[config.mk]
export PLATFORM = sky130hd
export DESIGN_NAME = lcg_random_in_range_core
export DESIGN_NICKNAME = d
export VERILOG_FILES = /design/src/rtl/core/lcgrr_pkg.sv /design/src/rtl/core/lcg_random_in_range_core.sv /design/src/rtl/core/lcgrr_front.sv /design/src/rtl/core/lcgrr_queue.sv /design/src/rtl/core/lcgrr_back.sv
export SDC_FILE = /design/constraint.sdc
export NUM_CORES = 1
export LEC_CHECK = 0
export BUFFER_PORTS_ARGS = -buffer_cell sky130_fd_sc_hd__buf_2
export CAP_MARGIN = 20
export CORE_AREA = 3 3 217 378
export DETAILED_ROUTE_END_ITERATION = 8
export DIE_AREA = 0 0 220 381
export MAX_ROUTING_LAYER = met4
export SETUP_SLACK_MARGIN = 0.4
export SYNTH_ARGS = -nofsm -noshare
export SYNTH_HDL_FRONTEND = slang
export SYNTH_SLANG_ARGS = --single-unit
[constraint.sdc]
create_clock -name clk -period 7.3 [get_ports clk]
set_input_delay 1.46 -clock clk [delete_from_list [all_inputs] [get_ports clk]]
set_output_delay 1.46 -clock clk [all_outputs]
set_load 0.01 [all_outputs]
[src/rtl/core/lcgrr_pkg.sv]
// Shared types and constants of the range-limited LCG draw unit.
package lcgrr_pkg;

	localparam logic [31:0] LCG_MUL = 32'd1103515245;
	localparam logic [31:0] LCG_ADD = 32'd12345;
	localparam int TAKE_SHIFT = 16;
	localparam int VAL_W = 32 - TAKE_SHIFT;
	localparam int CNT_W = $clog2(VAL_W);
	localparam logic [31:0] SEED_RESET = 32'd1;

	localparam logic [1:0] CMD_RESEED  = 2'd0;
	localparam logic [1:0] CMD_BELOW   = 2'd1;
	localparam logic [1:0] CMD_BETWEEN = 2'd2;
	localparam logic [1:0] CMD_UNUSED  = 2'd3;

	localparam int QDEPTH = 2;
	localparam int QPTR_W = $clog2(QDEPTH);

	// One draw job handed from the front end to the remainder unit.
	typedef struct packed {
		logic             direct;   // result is offset alone, no remainder
		logic [VAL_W-1:0] value;
		logic [31:0]      divisor;
		logic [31:0]      offset;
	} job_t;

endpackage

[src/rtl/core/lcg_random_in_range_core.sv]
// Top level of the range-limited LCG draw unit.
// A reseed word is taken and gives no output. A draw word passes the front-end steps
// (accept, 32x32 multiply, add, hand-off) and then the back end: a load step, sixteen
// steps of the restoring remainder unit (one bit of the 16-bit drawn value per step)
// and a step into the output register. The remainder unit takes no new job until it
// has written its result, so it sets the sustained rate; a two-entry job queue lets
// the front end run ahead. Draws that need no remainder (nonpositive limit, empty
// interval) skip the remainder steps in the back end, and an empty interval also skips
// the multiply and add in the front end.
module lcg_random_in_range_core import lcgrr_pkg::*; (
	input  logic         clk,
	input  logic         arst_n,
	input  logic         s_axis_tvalid,
	output logic         s_axis_tready,
	input  logic [1:0]   s_axis_tuser,  // command
	input  logic [127:0] s_axis_tdata,  // new_seed, range_limit, low_bound, high_bound
	output logic         m_axis_tvalid,
	input  logic         m_axis_tready,
	output logic [31:0]  m_axis_tdata   // drawn_value
);

	logic fq_valid, fq_ready, qb_valid, qb_ready;
	job_t fq_job, qb_job;

	lcgrr_front u_front (
		.clk       (clk),
		.arst_n    (arst_n),
		.in_valid  (s_axis_tvalid),
		.in_ready  (s_axis_tready),
		.in_cmd    (s_axis_tuser),
		.in_data   (s_axis_tdata),
		.job_valid (fq_valid),
		.job_ready (fq_ready),
		.job       (fq_job)
	);

	lcgrr_queue u_queue (
		.clk        (clk),
		.arst_n     (arst_n),
		.push_valid (fq_valid),
		.push_ready (fq_ready),
		.push_job   (fq_job),
		.pop_valid  (qb_valid),
		.pop_ready  (qb_ready),
		.pop_job    (qb_job)
	);

	lcgrr_back u_back (
		.clk       (clk),
		.arst_n    (arst_n),
		.job_valid (qb_valid),
		.job_ready (qb_ready),
		.job       (qb_job),
		.out_valid (m_axis_tvalid),
		.out_ready (m_axis_tready),
		.out_data  (m_axis_tdata)
	);

endmodule

[src/rtl/core/lcgrr_front.sv]
// Front end: accepts words, keeps the generator state and issues draw jobs.
module lcgrr_front import lcgrr_pkg::*; (
	input  logic         clk,
	input  logic         arst_n,
	input  logic         in_valid,
	output logic         in_ready,
	input  logic [1:0]   in_cmd,
	input  logic [127:0] in_data,
	output logic         job_valid,
	input  logic         job_ready,
	output job_t         job
);

	localparam logic [1:0] F_IDLE = 2'd0;
	localparam logic [1:0] F_MUL  = 2'd1;
	localparam logic [1:0] F_ADD  = 2'd2;
	localparam logic [1:0] F_PUSH = 2'd3;

	logic [1:0]  state_q;
	logic [31:0] seed_q;
	logic [31:0] prod_q;
	job_t        job_q;
	logic [31:0] new_seed, range_limit, low_bound, high_bound;
	logic [31:0] next_seed;
	logic        limit_pos, interval_ok;

	assign new_seed    = in_data[31:0];
	assign range_limit = in_data[63:32];
	assign low_bound   = in_data[95:64];
	assign high_bound  = in_data[127:96];

	assign limit_pos   = (range_limit != 32'd0) && !range_limit[31];
	assign interval_ok = $signed(low_bound) < $signed(high_bound);
	assign next_seed   = prod_q + LCG_ADD;

	assign in_ready  = (state_q == F_IDLE);
	assign job_valid = (state_q == F_PUSH);
	assign job       = job_q;

	always_ff @(posedge clk or negedge arst_n) begin
		if (!arst_n) begin
			state_q <= F_IDLE;
			seed_q  <= SEED_RESET;
		end else begin
			unique case (state_q)
				F_IDLE: begin
					if (in_valid) begin
						unique case (in_cmd)
							CMD_RESEED: begin
								if (new_seed != 32'd0) begin
									seed_q <= new_seed;
								end
							end
							CMD_BELOW: state_q <= F_MUL;
							CMD_BETWEEN: begin
								state_q <= interval_ok ? F_MUL : F_PUSH;
							end
							CMD_UNUSED: state_q <= F_IDLE;
						endcase
					end
				end
				F_MUL: state_q <= F_ADD;
				F_ADD: begin
					seed_q  <= next_seed;
					state_q <= F_PUSH;
				end
				F_PUSH: begin
					if (job_ready) begin
						state_q <= F_IDLE;
					end
				end
			endcase
		end
	end

	always_ff @(posedge clk) begin
		if (state_q == F_IDLE && in_valid) begin
			job_q.value <= '0;
			if (in_cmd == CMD_BELOW) begin
				job_q.direct  <= !limit_pos;
				job_q.divisor <= range_limit;
				job_q.offset  <= 32'd0;
			end else begin
				job_q.direct  <= !interval_ok;
				job_q.divisor <= high_bound - low_bound;
				job_q.offset  <= low_bound;
			end
		end
		if (state_q == F_MUL) begin
			prod_q <= 32'(seed_q * LCG_MUL);
		end
		if (state_q == F_ADD) begin
			job_q.value <= next_seed[31:TAKE_SHIFT];
		end
	end

endmodule

[src/rtl/core/lcgrr_queue.sv]
// Short job queue between the front end and the remainder unit.
module lcgrr_queue import lcgrr_pkg::*; (
	input  logic clk,
	input  logic arst_n,
	input  logic push_valid,
	output logic push_ready,
	input  job_t push_job,
	output logic pop_valid,
	input  logic pop_ready,
	output job_t pop_job
);

	job_t              mem_q [QDEPTH];
	logic [QPTR_W-1:0] wr_ptr_q, rd_ptr_q;
	logic [QPTR_W:0]   count_q;
	logic              do_push, do_pop;

	assign push_ready = (count_q != (QPTR_W+1)'(QDEPTH));
	assign pop_valid  = (count_q != '0);
	assign pop_job    = mem_q[rd_ptr_q];
	assign do_push    = push_valid && push_ready;
	assign do_pop     = pop_valid && pop_ready;

	always_ff @(posedge clk or negedge arst_n) begin
		if (!arst_n) begin
			wr_ptr_q <= '0;
			rd_ptr_q <= '0;
			count_q  <= '0;
		end else begin
			if (do_push) begin
				wr_ptr_q <= wr_ptr_q + 1'b1;
			end
			if (do_pop) begin
				rd_ptr_q <= rd_ptr_q + 1'b1;
			end
			if (do_push && !do_pop) begin
				count_q <= count_q + 1'b1;
			end else if (do_pop && !do_push) begin
				count_q <= count_q - 1'b1;
			end
		end
	end

	always_ff @(posedge clk) begin
		if (do_push) begin
			mem_q[wr_ptr_q] <= push_job;
		end
	end

endmodule

[src/rtl/core/lcgrr_back.sv]
// Back end: restoring remainder unit and the output word register.
module lcgrr_back import lcgrr_pkg::*; (
	input  logic        clk,
	input  logic        arst_n,
	input  logic        job_valid,
	output logic        job_ready,
	input  job_t        job,
	output logic        out_valid,
	input  logic        out_ready,
	output logic [31:0] out_data
);

	localparam logic [1:0] B_IDLE = 2'd0;
	localparam logic [1:0] B_DIV  = 2'd1;
	localparam logic [1:0] B_DONE = 2'd2;

	logic [1:0]       state_q;
	logic [CNT_W-1:0] cnt_q;
	logic [31:0]      rem_q, div_q, off_q;
	logic [VAL_W-1:0] val_q;
	logic             out_valid_q;
	logic [31:0]      out_data_q;
	logic [32:0]      trial;
	logic             fits;
	logic             out_free;

	// One quotient bit per cycle; the remainder always stays below the divisor.
	assign trial    = {rem_q, val_q[VAL_W-1]};
	assign fits     = trial >= {1'b0, div_q};
	assign out_free = !out_valid_q || out_ready;

	assign job_ready = (state_q == B_IDLE);
	assign out_valid = out_valid_q;
	assign out_data  = out_data_q;

	always_ff @(posedge clk or negedge arst_n) begin
		if (!arst_n) begin
			state_q     <= B_IDLE;
			cnt_q       <= '0;
			out_valid_q <= 1'b0;
		end else begin
			if (state_q == B_DONE && out_free) begin
				out_valid_q <= 1'b1;
			end else if (out_valid_q && out_ready) begin
				out_valid_q <= 1'b0;
			end
			unique case (state_q)
				B_IDLE: begin
					if (job_valid) begin
						cnt_q   <= '0;
						state_q <= job.direct ? B_DONE : B_DIV;
					end
				end
				B_DIV: begin
					cnt_q <= cnt_q + 1'b1;
					if (cnt_q == CNT_W'(VAL_W - 1)) begin
						state_q <= B_DONE;
					end
				end
				B_DONE: begin
					if (out_free) begin
						state_q <= B_IDLE;
					end
				end
				default: state_q <= B_IDLE;
			endcase
		end
	end

	always_ff @(posedge clk) begin
		if (state_q == B_IDLE && job_valid) begin
			rem_q <= 32'd0;
			val_q <= job.value;
			div_q <= job.divisor;
			off_q <= job.offset;
		end
		if (state_q == B_DIV) begin
			rem_q <= fits ? 32'(trial - {1'b0, div_q}) : trial[31:0];
			val_q <= {val_q[VAL_W-2:0], 1'b0};
		end
		if (state_q == B_DONE && out_free) begin
			out_data_q <= off_q + rem_q;
		end
	end

endmodule

# --- Word level (Yosys, flattened, before mapping) ---
# Memory sizes are Yosys's and may differ from the RTL's.
# Index checks and enable logic that the tools add are counted.
word_totals:
  output_inout_bits: 34
  mem_bits_ro: 0
  n_memories: 1
  wordCells: 112
  register_bits: 302
  input_bits: 134
  latch_bits: 0
  ram_bits: 162
op_classes:
  n_addsub: 9
  magnitude_cmp: 2
  n_bitwise: 0
  multipliers: 1
  div: 0
  reduce_logical: 31
  n_eq_ne: 18
  n_shift: 0
  muxes: 31
mem_list:
  columns: ["name", "words", "word_bits", "read_ports", "rd_ports_with_merged_regs", "write_ports", "line", "text"]
  rows:
  - ["u_queue.mem_q", 2, 81, 1, 0, 1, "lcgrr_queue.sv:13", "job_t mem_q [QDEPTH];"]
op_table:
  columns: ["operator", "count"]
  rows:
  - ["2-to-1 mux 32 bit", 6]
  - ["2-to-1 mux 80 bit", 1]
  - ["2-to-1 mux 64 bit", 1]
  - ["case mux 32 bit (2 select lines)", 1]
  - ["nonzero test 32 bit", 2]
  - ["subtractor 32 bit", 2]
  - ["2-to-1 mux 16 bit", 3]
  - [">= comparator 33 x 32 -> 1 bit", 1]
  - ["adder 32 x 14 -> 32 bit (second input constant)", 1]
  - ["adder 32 bit", 1]
  - ["< comparator 32 bit", 1]
  - ["multiplier 32 x 31 -> 32 bit (second input constant)", 1]
  - ["2-to-1 mux 2 bit", 9]
  - ["nonzero test 2 bit", 7]
  - ["case mux 2 bit (3 select lines)", 2]
  - ["equality test 2 bit (second input constant)", 5]
  - ["inequality test 2 x 1 -> 1 bit (second input constant)", 5]
  - ["logical AND 1 bit", 8]
  - ["case mux 2 bit (4 select lines)", 1]
  - ["case mux 4 bit (2 select lines)", 1]
  - ["equality test 2 x 1 -> 1 bit (second input constant)", 3]
  - ["logical NOT 1 bit", 6]
  - ["logical NOT 2 bit", 3]
  - ["inequality test 2 bit (second input constant)", 3]
  - ["other kinds (12)", 18]

# --- Logic depth before layout (Yosys ltp) ---
depth:
  ltp_word: 6
  ltp_mapped: 25
  ltp_nobuf: 25

# --- Cells and area by module ---
# A second synthesis with hierarchy kept.
unflattened:
  cells_unflattened: 2790
  hier_area_um2: 32264.7
by_module_without_submodules:
  columns: ["module", "area_each_um2", "cells_each", "n_inst"]
  rows:
  - ["lcgrr_front", 17111.4, 1736, 1]
  - ["lcgrr_back", 8714.6, 784, 1]
  - ["lcgrr_queue", 6438.7, 270, 1]

# --- Worst setup path before layout ---
# No wires, ideal clock.
synth_path:
  path_kind: "register to register"
  startpoint: "reg u_front.seed_q[7]"
  endpoint: "reg u_front.prod_q[28] (data pin)"
  setup_slack_ns: 0.671
  n_path_buf: 0
  t_required_ns: 7.163
  path_stages_with_launch: 24
  arrival_ns: 6.491
  setup_time_ns: 0.137
  path_cell_list: "dfrtp_1 > ha_1 > xor2_1 > ha_1 > a21oi_1 > fa_1 > fa_1 > inv_1 > fa_1 > fa_1 > fa_1 > inv_1 > fa_1 > inv_1 > ha_1 > a21oi_1 > inv_1 > o21ai_0 > a21oi_1 > and3_1 > a221oi_2 > o21ai_1 > or4_1 > nand4_1"
synth_between:
  elab_chain_cells: 1
synth_rtl:
  columns: ["item", "line", "text"]
  rows:
  - ["from (decl)", "lcgrr_front.sv:20", "logic [31:0] seed_q;"]
  - ["from (signal assigned)", "lcgrr_front.sv:51", "seed_q <= new_seed;"]
  - ["from (signal assigned)", "lcgrr_front.sv:64", "seed_q <= next_seed;"]
  - ["multiplier 32 x 31 -> 32 bit", "lcgrr_front.sv:90", "prod_q <= 32'(seed_q * LCG_MUL);"]
  - ["to (signal assigned)", "lcgrr_front.sv:90", null]
  - ["to (decl)", "lcgrr_front.sv:21", "logic [31:0] prod_q;"]
# Every way passes these cells.
# A chain may end at the register's enable or synchronous reset.

# --- Worst setup path after layout ---
layout_path:
  startpoint: "reg u_front.seed_q[17]"
  endpoint: "reg u_front.prod_q[31] (data pin)"
# The elaborated chain is that of the path after synthesis.

==> flow_summary.json <==
{
  "grt_util_all_layers": 0.221,
  "relSlewSlack": 0.263,
  "critPathKind": "reg -> reg",
  "place_hpwl_um": 74200,
  "hold_depth": 0,
  "skew_ns": 0.0258,
  "cts_buffers": 47,
  "fillCellCount": 7370,
  "cts.path.max_buffers": 3,
  "place_congestion": 0.995,
  "rr_worst_depth": 21,
  "status": "complete, no violations",
  "portBuffers": 167,
  "vias": 21000,
  "ys_ff_latch": 464,
  "synth-main-ff-cell": "edfxtp_1",
  "crit_start": "u_front.seed_q[17]",
  "synthDistinctLibCells": 79,
  "syn_to_final_growth_pct": 12.6,
  "setup_ws_ns": 0.548,
  "regToRegSetupSlack_ns": 0.55,
  "grt_pass1_vias": 22700,
  "yosys_warnings": 0,
  "root_buffer": "clkbuf_16",
  "die_width_um": 220,
  "r2r_end": "u_front.prod_q[31]",
  "avgViaCountPerCell": 5.23,
  "setup_viol": 0,
  "worstPathRequired_ns": 7.66,
  "place_ws_ns": 0.347,
  "routed_wl_um": 89400,
  "netlist_instances": 2743,
  "post-route-period-util": 0.925,
  "hp-class": "reg -> reg",
  "start_kind": "flop",
  "postCtsHoldBufs": 0,
  "core_sq_um": 79000,
  "wl_per_cell_um": 22.3,
  "fin_util": 0.450,
  "fp-row-count": 136,
  "hold_start": "u_front.job[32]",
  "cts_sinks": 464,
  "grt_pass1_wl_um": 133000,
  "overflow": 0,
  "die-area_sq_um": 83800,
  "critPathCaptureType": "flop",
  "floorplan.initialDensity": 0.399,
  "netlist_area_sq_um": 31500,
  "hold_viol": 0,
  "h-tree-depth": 2,
  "io_pins": 168,
  "ys_seq_area_frac": 0.434,
  "drt-initial-drc-count": 1051,
  "worst_skew_pair.late_latency_ns": 0.62,
  "final_nets": 3569,
  "setup_tns_ns": 0,
  "drtAntennaViolNets": 0,
  "final-max-slew-violation-count": 0,
  "route.detailed.drc": 0,
  "hold_end": "u_queue.mem_q[0][32]",
  "cp_max_fo": 7,
  "async_reset_ff_frac": 0.0970,
  "fmax_ghz": 0.148,
  "drive_above_1_share": 0.137,
  "dr.pass1.iters": 6,
  "antenna_found_initial": 8,
  "holdWs_ns": 0.443,
  "die_y_um": 381,
  "synth_edf_count": 418,
  "rsz0062_at_grt": "true",
  "grt_max_degree": 68,
  "drv_cap": 0,
  "period_minus_slack_ns": 6.75,
  "avgSynthCellArea_sq_um": 11.5,
  "cts_tree": "done",
  "synth_nets": 3377,
  "arrival_ns": 7.12,
  "path_clk_slew_ns": 0.07,
  "r2r_start": "u_front.seed_q[17]",
  "tightest_slew_ns": 1.09
}
through the flow:
stage / cells / area, sq um
3_3_place_gp: 3920 / 33700
5_1_grt: 4016 / 35500
4_1_cts: 4007 / 35400
3_5_place_dp: 3920 / 33700
6_report: 4016 / 35500
2_1_floorplan: 2743 / 31500
Yosys cell counts (10+ instances only):
master    count  area (sq um)
nor2b_1      23           144
a31oi_1      16           100
buf_1        13          48.8
o211ai_1     10          75.1
nor2_1      176           661
nand2b_1     19           119
o21bai_1     12          90.1
nand2_1     121           454
a21o_1       59           443
dfrtp_1      44          1100
mux2i_1      39           390
o31ai_1      14           105
o21ai_0     119           596
nand4_1      25           156
a211oi_1     24           180
xnor2_1     100           876
nor3_1       24           120
nand3_1      29           145
clkbuf_1     34           128
nor4_1       19           119
o21a_1       29           218
a21oi_1     134           671
mux2_2       80           901
and3_1       21           131
and2_1       10          62.6
ha_1        311          3890
fa_1        189          3780
xor2_1       57           499
inv_1       449          1690
edfxtp_1    418         12600
worst max path at each step:
stage / endpoint / slack [ns]
final: u_front.prod_q[31] / 0.55
after global placement: u_front.prod_q[28] / 0.41
after global routing: u_front.prod_q[31] / 0.35
after CTS: u_front.prod_q[28] / 0.40
after floorplan: u_front.prod_q[28] / 0.67
after detailed placement: u_front.prod_q[31] / 0.35
per-layer routing:
layer,vias up,track usage,part of all wire
met2,563,0.401,0.53
li1,9911,-,-
met4,0,0.174,0.10
met3,267,0.0311,0.038
met1,10200,0.203,0.33
met5,-,-,0
state kept, by name, summed over array words and instances, names as in the netlist, 2 cells and up:
name and flops:
u_queue.mem_q 162, u_front.job 81, u_back.div_q 32, u_back.off_q 32, u_back.out_data 32, u_back.rem_q 32
u_front.prod_q 32, u_front.seed_q 32, u_back.val_q 16, u_back.cnt_q 4, u_back.state_q 2, u_front.state_q 2
u_queue.count_q 2
cell usage in the layout, fill, tap and decap left out, drive strengths merged, types with 10 or more instances in the layout:
cell type  count
a21oi        136
fa           189
a31oi         16
o21bai        12
o31ai         14
nand4         26
and3          21
nand2        121
mux2          80
nand2b        19
clkbuf        53
nand3         29
and2          10
o21ai        127
a211oi        28
mux2i         39
ha           311
nor2         176
inv          456
xnor2        100
nor3          24
o21a          29
a2111oi       10
buf          199
a21o          61
nor4          20
clkinv        15
xor2          57
dfrtp         44
edfxtp       418
o211ai        10
nor2b         23
timing repair:
| item | CTS | global route |
|---|---|---|
| resized for setup | 2 | 17 |
| buffers inserted | 0 | 0 |
| pin swaps | 0 | 5 |
| endpoints found under the setup margin | 3 | 7 |
| endpoints found under the hold margin | 0 | 0 |
worst max-delay path, cell delays in order, from the launching register on:
cell       delay, ns
dfrtp_1         0.49
ha_1            0.36
inv_1           0.12
fa_1            0.55
fa_1            0.51
inv_1           0.06
fa_1            0.47
fa_1            0.49
inv_1           0.05
fa_1            0.52
inv_1           0.06
fa_1            0.54
inv_1           0.06
fa_1            0.54
inv_1           0.06
ha_1            0.35
inv_1           0.19
o21bai_1        0.21
a2111oi_2       0.41
nor2_1          0.17
a31oi_1         0.23
xnor2_1         0.08
cell families after synthesis:
kind of cell,synth area share
multiplexers,0.0409
buffers and inverters,0.0609
AND/OR/NAND/NOR,0.0756
XOR/XNOR,0.0436
flip-flops,0.434
adder cells (fa/ha/maj),0.243
AO/OA/AOI/OAI,0.101
cell type report:
cell class,count,area (sq um),share of cell area
Antenna cell,8,20.0,0.000564
Clock buffer,53,1230,0.0346
Clock inverter,34,450,0.0127
Inverter,449,1690,0.0475
Multi-Input combinational cell,1774,16000,0.451
Sequential cell,464,13700,0.386
Tap cell,1035,1290,0.0365
Timing Repair Buffer,199,1090,0.0307
Power is left out: the tool's default activity adds up to more than one toggle a clock period on the data nets, which glitch-free logic cannot reach.
